<file path="config.mk">
export PLATFORM = sky130hd
export DESIGN_NAME = chained_hash_route_table_core
export DESIGN_NICKNAME = d
export VERILOG_FILES = /design/src/rtl/chrt_pkg.sv /design/src/rtl/chained_hash_route_table_core.sv /design/src/rtl/chrt_front.sv /design/src/rtl/chrt_back.sv
export SDC_FILE = /design/constraint.sdc
export NUM_CORES = 2
export LEC_CHECK = 0
export BUFFER_PORTS_ARGS = -buffer_cell sky130_fd_sc_hd__clkbuf_2
export CAP_MARGIN = 5
export CORE_MARGIN = 2
export CORE_UTILIZATION = 60
export DETAILED_ROUTE_END_ITERATION = 16
export HOLD_SLACK_MARGIN = 0.15
export MAX_ROUTING_LAYER = met4
export PLACE_DENSITY_LB_ADDON = 0.05
export SYNTH_ARGS = -nofsm -noshare
export SYNTH_HDL_FRONTEND = slang
export SYNTH_HIERARCHICAL = 1
export SYNTH_SLANG_ARGS = --single-unit
</file>
<file path="constraint.sdc">
create_clock -name clk -period 12 [get_ports clk]
set_input_delay 2.4 -clock clk [delete_from_list [all_inputs] [get_ports clk]]
set_output_delay 2.4 -clock clk [all_outputs]
set_load 0.02 [all_outputs]
</file>
<file path="src/rtl/chrt_pkg.sv">
// chrt_pkg: request, response and queued job types for the route table
// no dependencies; imported by every module of chained_hash_route_table_core
`default_nettype none

package chrt_pkg;

    localparam int KEY_W = 8;
    localparam int HOP_W = 8;

    typedef enum logic
    {
        OP_SET    = 1'b0,
        OP_LOOKUP = 1'b1
    } op_t;

    typedef struct packed
    {
        logic               operation;
        logic [KEY_W-1:0]   dest_node;
        logic [HOP_W-1:0]   next_hop_in;
    } req_t;

    typedef struct packed
    {
        logic [HOP_W-1:0]   next_hop_out;
        logic               found;
        logic               table_full;
    } rsp_t;

    // slot index fits 8 bits since it is the 8-bit key modulo the slot count
    typedef struct packed
    {
        req_t               req;
        logic [KEY_W-1:0]   slot;
    } job_t;

    typedef struct packed
    {
        logic               valid;
        job_t               job;
    } job_chan_t;

endpackage

`default_nettype wire

</file>
<file path="src/rtl/chained_hash_route_table_core.sv">
// chained_hash_route_table_core: next-hop table, hashed slots chained through an entry pool
// a job reads its slot head in ST_HEAD, then visits one chain entry per ST_WALK step and, when
// a new entry is appended behind a chain tail, passes through ST_LINK; the result is registered
// the back end takes a new job only when idle, so jobs do not overlap in the one-read pool walk
// reset clears queue, result valid, slot head valid flags and fill count at once; pool contents
// are left unwritten and need no clearing pass, requests are taken right after reset
`default_nettype none

module chained_hash_route_table_core
    import chrt_pkg::*;
#(
    parameter int SLOTS        = 16,
    parameter int POOL_ENTRIES = 64
)
(
    input  wire logic   clk,
    input  wire logic   rst_n,
    input  wire logic   req_valid,
    output logic        req_ready,
    input  wire req_t   req,
    output logic        rsp_valid,
    input  wire logic   rsp_ready,
    output rsp_t        rsp
);

    job_chan_t  job_chan;
    logic       job_ready;

    chrt_front #(
        .SLOTS      (SLOTS)
    ) u_front (
        .clk        (clk),
        .rst_n      (rst_n),
        .req_valid  (req_valid),
        .req_ready  (req_ready),
        .req        (req),
        .job_out    (job_chan),
        .job_ready  (job_ready)
    );

    chrt_back #(
        .SLOTS        (SLOTS),
        .POOL_ENTRIES (POOL_ENTRIES)
    ) u_back (
        .clk        (clk),
        .rst_n      (rst_n),
        .job_in     (job_chan),
        .job_ready  (job_ready),
        .rsp_valid  (rsp_valid),
        .rsp_ready  (rsp_ready),
        .rsp        (rsp)
    );

endmodule

`default_nettype wire

</file>
<file path="src/rtl/chrt_front.sv">
// chrt_front: request intake, slot hashing and a two-entry job queue
// depends on chrt_pkg; feeds chrt_back
`default_nettype none

module chrt_front
    import chrt_pkg::*;
#(
    parameter int SLOTS = 16
)
(
    input  wire logic       clk,
    input  wire logic       rst_n,
    input  wire logic       req_valid,
    output logic            req_ready,
    input  wire req_t       req,
    output job_chan_t       job_out,
    input  wire logic       job_ready
);

    localparam int KEYS = 1 << KEY_W;

    logic [KEY_W-1:0] slot_lut [KEYS];

    genvar gi;
    generate
        for (gi = 0; gi < KEYS; gi++)
        begin : g_lut
            assign slot_lut[gi] = KEY_W'(gi % SLOTS);
        end
    endgenerate

    job_t       q_reg [2];
    logic       wr_ptr_reg;
    logic       wr_ptr_next;
    logic       rd_ptr_reg;
    logic       rd_ptr_next;
    logic [1:0] count_reg;
    logic [1:0] count_next;
    logic       push;
    logic       pop;

    assign req_ready       = (count_reg != 2'd2);
    assign push            = req_valid && req_ready;
    assign pop             = job_out.valid && job_ready;
    assign job_out.valid   = (count_reg != 2'd0);
    assign job_out.job     = q_reg[rd_ptr_reg];

    always_comb
    begin
        wr_ptr_next = push ? ~wr_ptr_reg : wr_ptr_reg;
        rd_ptr_next = pop ? ~rd_ptr_reg : rd_ptr_reg;
        count_next  = count_reg + 2'(push) - 2'(pop);
    end

    always_ff @(posedge clk)
    begin
        if (push)
        begin
            q_reg[wr_ptr_reg].req  <= req;
            q_reg[wr_ptr_reg].slot <= slot_lut[req.dest_node];
        end
    end

    always_ff @(posedge clk or negedge rst_n)
    begin
        if (!rst_n)
        begin
            wr_ptr_reg <= 1'b0;
            rd_ptr_reg <= 1'b0;
            count_reg  <= 2'd0;
        end
        else
        begin
            wr_ptr_reg <= wr_ptr_next;
            rd_ptr_reg <= rd_ptr_next;
            count_reg  <= count_next;
        end
    end

endmodule

`default_nettype wire

</file>
<file path="src/rtl/chrt_back.sv">
// chrt_back: chain walk over slot head and entry pool memories, result register
// depends on chrt_pkg; takes jobs from chrt_front
`default_nettype none

module chrt_back
    import chrt_pkg::*;
#(
    parameter int SLOTS        = 16,
    parameter int POOL_ENTRIES = 64
)
(
    input  wire logic       clk,
    input  wire logic       rst_n,
    input  wire job_chan_t  job_in,
    output logic            job_ready,
    output logic            rsp_valid,
    input  wire logic       rsp_ready,
    output rsp_t            rsp
);

    localparam int SLOT_W = (SLOTS > 1) ? $clog2(SLOTS) : 1;
    localparam int PTR_W  = (POOL_ENTRIES > 1) ? $clog2(POOL_ENTRIES) : 1;
    localparam int CNT_W  = $clog2(POOL_ENTRIES + 1);

    typedef struct packed
    {
        logic [KEY_W-1:0]   dest;
        logic [HOP_W-1:0]   hop;
        logic               link_ok;
        logic [PTR_W-1:0]   link;
    } entry_t;

    typedef enum logic [3:0]
    {
        ST_IDLE = 4'b0001,
        ST_HEAD = 4'b0010,
        ST_WALK = 4'b0100,
        ST_LINK = 4'b1000
    } state_t;

    logic [PTR_W-1:0]   head_mem [SLOTS];
    entry_t             ent_mem [POOL_ENTRIES];

    state_t             state_reg;
    state_t             state_next;
    job_t               job_reg;
    logic [PTR_W-1:0]   cur_reg;
    logic [PTR_W-1:0]   cur_next;
    logic [PTR_W-1:0]   fresh_reg;
    logic [PTR_W-1:0]   fresh_next;
    entry_t             tail_reg;
    entry_t             tail_next;
    logic [CNT_W-1:0]   used_reg;
    logic [CNT_W-1:0]   used_next;
    logic [SLOTS-1:0]   head_ok_reg;
    logic [SLOTS-1:0]   head_ok_next;
    logic               rsp_valid_reg;
    logic               rsp_valid_next;
    rsp_t               rsp_reg;
    rsp_t               rsp_next;

    logic [PTR_W-1:0]   head_q;
    entry_t             ent_q;
    logic [PTR_W-1:0]   ent_ra;
    logic               ent_we;
    logic [PTR_W-1:0]   ent_wa;
    entry_t             ent_wd;
    logic               head_we;

    logic [SLOT_W-1:0]  slot;
    logic               start;
    logic               is_lookup;
    logic               pool_full;
    logic               hit;
    entry_t             new_ent;

    assign slot      = job_reg.slot[SLOT_W-1:0];
    assign start     = (state_reg == ST_IDLE) && job_in.valid
                       && (!rsp_valid_reg || rsp_ready);
    assign job_ready = start;
    assign is_lookup = (job_reg.req.operation == OP_LOOKUP);
    assign pool_full = (used_reg == CNT_W'(POOL_ENTRIES));
    assign hit       = (ent_q.dest == job_reg.req.dest_node);
    assign rsp_valid = rsp_valid_reg;
    assign rsp       = rsp_reg;

    always_comb
    begin
        new_ent.dest    = job_reg.req.dest_node;
        new_ent.hop     = job_reg.req.next_hop_in;
        new_ent.link_ok = 1'b0;
        new_ent.link    = '0;
    end

    assign ent_ra = (state_reg == ST_HEAD) ? head_q : ent_q.link;

    always_ff @(posedge clk)
    begin
        head_q <= head_mem[job_in.job.slot[SLOT_W-1:0]];
        if (head_we)
        begin
            head_mem[slot] <= used_reg[PTR_W-1:0];
        end
    end

    always_ff @(posedge clk)
    begin
        ent_q <= ent_mem[ent_ra];
        if (ent_we)
        begin
            ent_mem[ent_wa] <= ent_wd;
        end
    end

    always_comb
    begin
        state_next     = state_reg;
        cur_next       = cur_reg;
        fresh_next     = fresh_reg;
        tail_next      = tail_reg;
        used_next      = used_reg;
        head_ok_next   = head_ok_reg;
        rsp_valid_next = rsp_valid_reg && !rsp_ready;
        rsp_next       = rsp_reg;
        ent_we         = 1'b0;
        ent_wa         = cur_reg;
        ent_wd         = ent_q;
        head_we        = 1'b0;

        unique case (state_reg)
            ST_IDLE:
            begin
                if (start)
                begin
                    state_next = ST_HEAD;
                end
            end
            ST_HEAD:
            begin
                if (head_ok_reg[slot])
                begin
                    cur_next   = head_q;
                    state_next = ST_WALK;
                end
                else
                begin
                    rsp_valid_next = 1'b1;
                    rsp_next       = '0;
                    state_next     = ST_IDLE;
                    if (!is_lookup)
                    begin
                        if (pool_full)
                        begin
                            rsp_next.table_full = 1'b1;
                        end
                        else
                        begin
                            ent_we             = 1'b1;
                            ent_wa             = used_reg[PTR_W-1:0];
                            ent_wd             = new_ent;
                            head_we            = 1'b1;
                            head_ok_next[slot] = 1'b1;
                            used_next          = used_reg + 1'b1;
                        end
                    end
                end
            end
            ST_WALK:
            begin
                if (hit)
                begin
                    rsp_valid_next     = 1'b1;
                    rsp_next           = '0;
                    rsp_next.found     = 1'b1;
                    state_next         = ST_IDLE;
                    if (is_lookup)
                    begin
                        rsp_next.next_hop_out = ent_q.hop;
                    end
                    else
                    begin
                        ent_we     = 1'b1;
                        ent_wa     = cur_reg;
                        ent_wd     = ent_q;
                        ent_wd.hop = job_reg.req.next_hop_in;
                    end
                end
                else if (ent_q.link_ok)
                begin
                    cur_next = ent_q.link;
                end
                else
                begin
                    rsp_next = '0;
                    if (is_lookup || pool_full)
                    begin
                        rsp_valid_next      = 1'b1;
                        rsp_next.table_full = !is_lookup;
                        state_next          = ST_IDLE;
                    end
                    else
                    begin
                        ent_we     = 1'b1;
                        ent_wa     = used_reg[PTR_W-1:0];
                        ent_wd     = new_ent;
                        fresh_next = used_reg[PTR_W-1:0];
                        tail_next  = ent_q;
                        used_next  = used_reg + 1'b1;
                        state_next = ST_LINK;
                    end
                end
            end
            ST_LINK:
            begin
                ent_we         = 1'b1;
                ent_wa         = cur_reg;
                ent_wd         = tail_reg;
                ent_wd.link_ok = 1'b1;
                ent_wd.link    = fresh_reg;
                rsp_valid_next = 1'b1;
                rsp_next       = '0;
                state_next     = ST_IDLE;
            end
            default:
            begin
                state_next = ST_IDLE;
            end
        endcase
    end

    always_ff @(posedge clk)
    begin
        if (start)
        begin
            job_reg <= job_in.job;
        end
        cur_reg   <= cur_next;
        fresh_reg <= fresh_next;
        tail_reg  <= tail_next;
        rsp_reg   <= rsp_next;
    end

    always_ff @(posedge clk or negedge rst_n)
    begin
        if (!rst_n)
        begin
            state_reg     <= ST_IDLE;
            used_reg      <= '0;
            head_ok_reg   <= '0;
            rsp_valid_reg <= 1'b0;
        end
        else
        begin
            state_reg     <= state_next;
            used_reg      <= used_next;
            head_ok_reg   <= head_ok_next;
            rsp_valid_reg <= rsp_valid_next;
        end
    end

endmodule

`default_nettype wire

</file>
# Yosys cells after proc, flatten, opt, wreduce, memory -nomap -nowiden
# Memory sizes are Yosys's and may differ from the RTL's. A register that Yosys moved wholly into a read port is not among the register bits.
# Index checks and enable logic that the tools add are counted.
# classes
n_addsub	3
order_cmp	3
eq_ne	17
n_mux	67
bitwise_logic	10
n_reduce_logical	20
# ops
op	count
23-bit 2-to-1 mux	6
23-bit case mux with 3 select lines	1
6-bit 2-to-1 mux	10
7-bit 2-to-1 mux	6
10-bit 2-to-1 mux	3
10-bit case mux with 3 select lines	1
8-bit 2-to-1 mux	3
6-bit case mux with 2 select lines	2
1-bit 2-to-1 mux	23
2-bit != test (second input constant)	9
4-bit 2-to-1 mux	4
16-bit bitwise OR	1
15-bit 2-to-1 mux	1
7-bit case mux with 2 select lines	1
4-bit case mux with 3 select lines	1
4-bit AND reduction	3
9-bit greater-or-equal comparator (second input constant)	1
8-bit inverter with 9-bit output	1
8-bit equality test	1
1-bit inverter	8
7-bit by 1-bit adder with 7-bit output (second input constant)	1
7-bit equality test (second input constant)	1
7-bit AND reduction	1
1-bit logical AND	6
other kinds (20)	25
# word_totals
register_bits	91
ramBits	1618
mem_bits_ro	2048
input_bits	21
output_inout_bits	12
word_cells	142
mem_count	4
# memory_table
memory	depth	width	rd	rd_clocked_by_memory_dff	write_ports	line	source
(no name shown)	256	8	1	0	0	chrt_front.sv:60	q_reg[wr_ptr_reg].slot <= slot_lut[req.dest_node];
u_back.ent_mem	64	23	1	1	1	chrt_back.sv:42	entry_t ent_mem [POOL_ENTRIES];
u_back.head_mem	16	6	1	1	1	chrt_back.sv:41	logic [PTR_W-1:0] head_mem [SLOTS];
u_front.q_reg	2	25	1	0	1	chrt_front.sv:32	job_t q_reg [2];

# Depth between registers and ports, before layout
# logic_depth
word_depth	8
ltp_mapped	11
ltp_nobuf	9

# Modules after synthesis
# Netlist, hierarchy kept.
# modules_own_cells
module	instances	cells_per_inst	area_per_inst_um2	seq_area_each_um2
chrt_back	1	4639	65416.5	50139.3
chrt_front	1	84	1511.4	1121.1

# Worst setup path before layout
# No wires, ideal clock.
# synth_path
path_type	reg2reg
start	register u_back.used_reg[1]
end	memory u_back/ent_mem[18][0] (netlist bit), enable pin
setup_ns	0.403
arrival_time_ns	4.889
required_ns	11.597
path_slack_ns	6.708
path_stages_with_launch	10
path_buffers	0
synth_period_minus_slack_ns	5.292
path_cell_list	dfrtp_1 -> inv_1 -> ha_1 -> nand3b_1 -> o21ai_2 -> a2111oi_2 -> nor2_2 -> o32ai_4 -> nand2_2 -> nor2_1
# synth_via
elab_chain_cells	8
word_cells_on_any_way	18
classes_between	eq/ne: 1; mux: 16; reduce/logical: 1
# synth_lines
element	line	source
start, declared	chrt_back.sv:53	logic [CNT_W-1:0] used_reg;
start signal, assigned	chrt_back.sv:255	used_reg <= used_next;
7-bit equality test	chrt_back.sv:82	assign pool_full = (used_reg == CNT_W'(POOL_ENTRIES));
1-bit logical OR	chrt_back.sv:195	if (is_lookup || pool_full)
1-bit 2-to-1 mux	chrt_back.sv:195	
1-bit 2-to-1 mux	chrt_back.sv:188	else if (ent_q.link_ok)
1-bit 2-to-1 mux	chrt_back.sv:170	if (hit)
1-bit case mux with 3 select lines	chrt_back.sv:130	unique case (state_reg)
1-bit 2-to-1 mux	chrt_back.sv:109	if (ent_we)
1-bit 2-to-1 mux (not written as such)	chrt_back.sv:111	ent_mem[ent_wa] <= ent_wd;
end, declared	chrt_back.sv:42	
# Parallel ways exist; a longest one is shown, timed or not.

# Worst setup path in the final report
# layout_path
start	register u_back.state_reg[1]
end	register, netlist name u_back/ent_q[14]
# layout_via
elab_chain_cells	2
# layout_lines
element	line	source
start, declared	chrt_back.sv:44	state_t state_reg;
start signal, assigned	chrt_back.sv:254	state_reg <= state_next;
4-bit by 2-bit equality test with 1-bit output	chrt_back.sv:95	assign ent_ra = (state_reg == ST_HEAD) ? head_q : ent_q.link;
6-bit 2-to-1 mux	chrt_back.sv:95	
# Every way passes these cells.
# A chain may end at the register's enable or synchronous reset.

==> results.md <==
- Fmax: 185.8 MHz
- CTS tree: built
- Worst-path cell chain: nor4b_4 > buf_4 > mux2i_4 > buf_4 > buf_4 > buf_4 > nand2_1 > nand3_1 > nand4_1 > and4_1 > nand4_1
- Crit path kind: flop to flop
- Post-Synthesis Cells: 4718
- CP endpoint kind: flop
- GP Congestion: 0.9290
- CORE AREA: 0.1107 mm^2
- CTS Buf Count: 169
- Row count: 122
- Final TNS setup: 0 ns
- Syn nets: 4742
- Effective utilization at floorplan: 0.6045
- Area grow syn2layout: 11.26%
- Cell area after synthesis: 0.06689 mm^2
- Total gr overflow: 0
- Leakage: 24.94 nW
- Tot GR Track Use: 0.3365
- WP buf/inv: 4
- Max-cap violation count: 0
- Crit path max-delay family: buffers and inverters
- CTS max path bufs: 3
- Drc violations: 0
- First-pass GRT wire length: 264900 um
- PnR worst setup slack: 6.618 ns
- Layout cells sized above 1: 0.1206
- Final wirelength: 185300 um
- Final hold vios: 0
- CP arrival: 6.08 ns
- CP max stage cell: buf_4
- CP dominant cell by count: buf_4
- Commonest non-fill, non-tap cell in the layout: edfxtp_1
- Setup-failing EPs final: 0
- Commonest non-fill, non-tap cells in the layout: 1661 x edfxtp_1, 1381 x nand2_1, 442 x nand3_1
- Max reg flops: 1472
- Pin count of the biggest net entering global routing: 164
- Status: finished clean
- Antenna Nets Post-Route: 0
- RSZ-0062 raised after global routing: no
- Post-route design area: 0.07443 mm^2
- Max FO, Critical Path: 89
- Clk Latency, worst-skew pair: 0.78 ns
- DP Area: 0.06900 mm^2
- DR iter-0 viols: 6439
- CTS Sinks: 1722
- Core Util, Final: 0.6725
- Root Driver: clkbuf_16
- DP HPWL: 100200 um
- Clock period minus worst slack: 5.382 ns
- Worst-Margin Slew: 1.315 ns
- Synth warn: 6
- Die area: 0.1142 mm^2
- # H-tree levels: 4
- Slew Limit Headroom: 0.1231
- Post-Syn Area per Cell: 14.18 um^2
- Hold Buf Count CTS: 0
- Vias in the first global route: 37.51k
- Postcts setup bufs: 0
- Clk slew on worst S/H paths: 0.06 ns
- Final period util: 0.4485
- Min-delay worst type: flop to flop
- Initial antenna violation count: 13
- 1st-pass router iterations: 6
- Die Wd: 337.9 um
- Io pins: 33
- Routed vias: 40.87k
- PwrDens: 262.8 mW/mm^2
- Crit-path max cell delay: 0.91 ns
- Fin. max-slew vios: 0
- Nets: 4789
- Buffers on Ports: 32
- Setup WS pre-CTS: 6.752 ns
- Crit start category: flop
- Cts repair resizes: 0
- Die height: 337.9 um
- Worst VDD drop: 0.3740 mV
- Final Skew: 0.03112 ns
- Wirelength per Cell: 28.94 um
- CP Data Required Time: 12.69 ns
- Vias per std cell: 6.382
## cell type report
| class | instances | area (um^2) |
|---|---|---|
| flip-flops and latches | 1722 | 51260 |
| clock inverters | 74 | 651.9 |
| inverters | 18 | 67.56 |
| well taps | 1488 | 1862 |
| diodes | 6 | 15.01 |
| clock buffers | 241 | 4738 |
| multi-input cells | 2694 | 14600 |
| fillers | 7672 | 36240 |
| repair buffers | 160 | 1229 |
## power by group
part	switching [mW]	internal, mW	total (mW)
registers	0.242	7.81	8.05
clock network	2.18	2.98	5.16
logic	4.90	1.45	6.35
## stage by stage
stage	cells	total power [mW]	hold slack (ns)
finish	6403	19.56	0.4928
global route	6402	20.23	0.5063
CTS	6396	19.51	0.4915
detailed placement	6081	14.42	0.4724
global placement	6081	14.35	0.4696
floorplan	4718	11.81	0.4142
## layer usage
metal  wire [um]  up-vias  GRT usage  share of wire
li1            -    17726          -              -
met1       72880    20484     0.4750           0.39
met2       86520     2331     0.4995           0.47
met3       19350      324    0.05778           0.10
met4        6521        0     0.1226          0.035
met5           0        -          -              0
## path summary, 6_finish.rpt
check / start / to / slack (ns) / cells after the start
hold reg to reg: u_front/wr_ptr_reg$_DFFE_PN0P_ / u_front/wr_ptr_reg$_DFFE_PN0P_ / 0.49 / 1
hold / removal: u_front/wr_ptr_reg$_DFFE_PN0P_ / u_front/wr_ptr_reg$_DFFE_PN0P_ / 0.49 / 1
setup reg to reg: u_back/state_reg[1]$_DFFE_PN0P_ / u_back/ent_q[14]$_DFF_P_ / 6.62 / 11
max in group asynchronous: rst_n / u_back/used_reg[6]$_DFFE_PN0P_ / 9.76 / 1
min in group asynchronous: rst_n / u_back/head_ok_reg[13]$_DFFE_PN0P_ / 1.72 / 1
setup / recovery: u_back/state_reg[1]$_DFFE_PN0P_ / u_back/ent_q[14]$_DFF_P_ / 6.62 / 11
No activity file was read; power rests on OpenSTA's default activity.
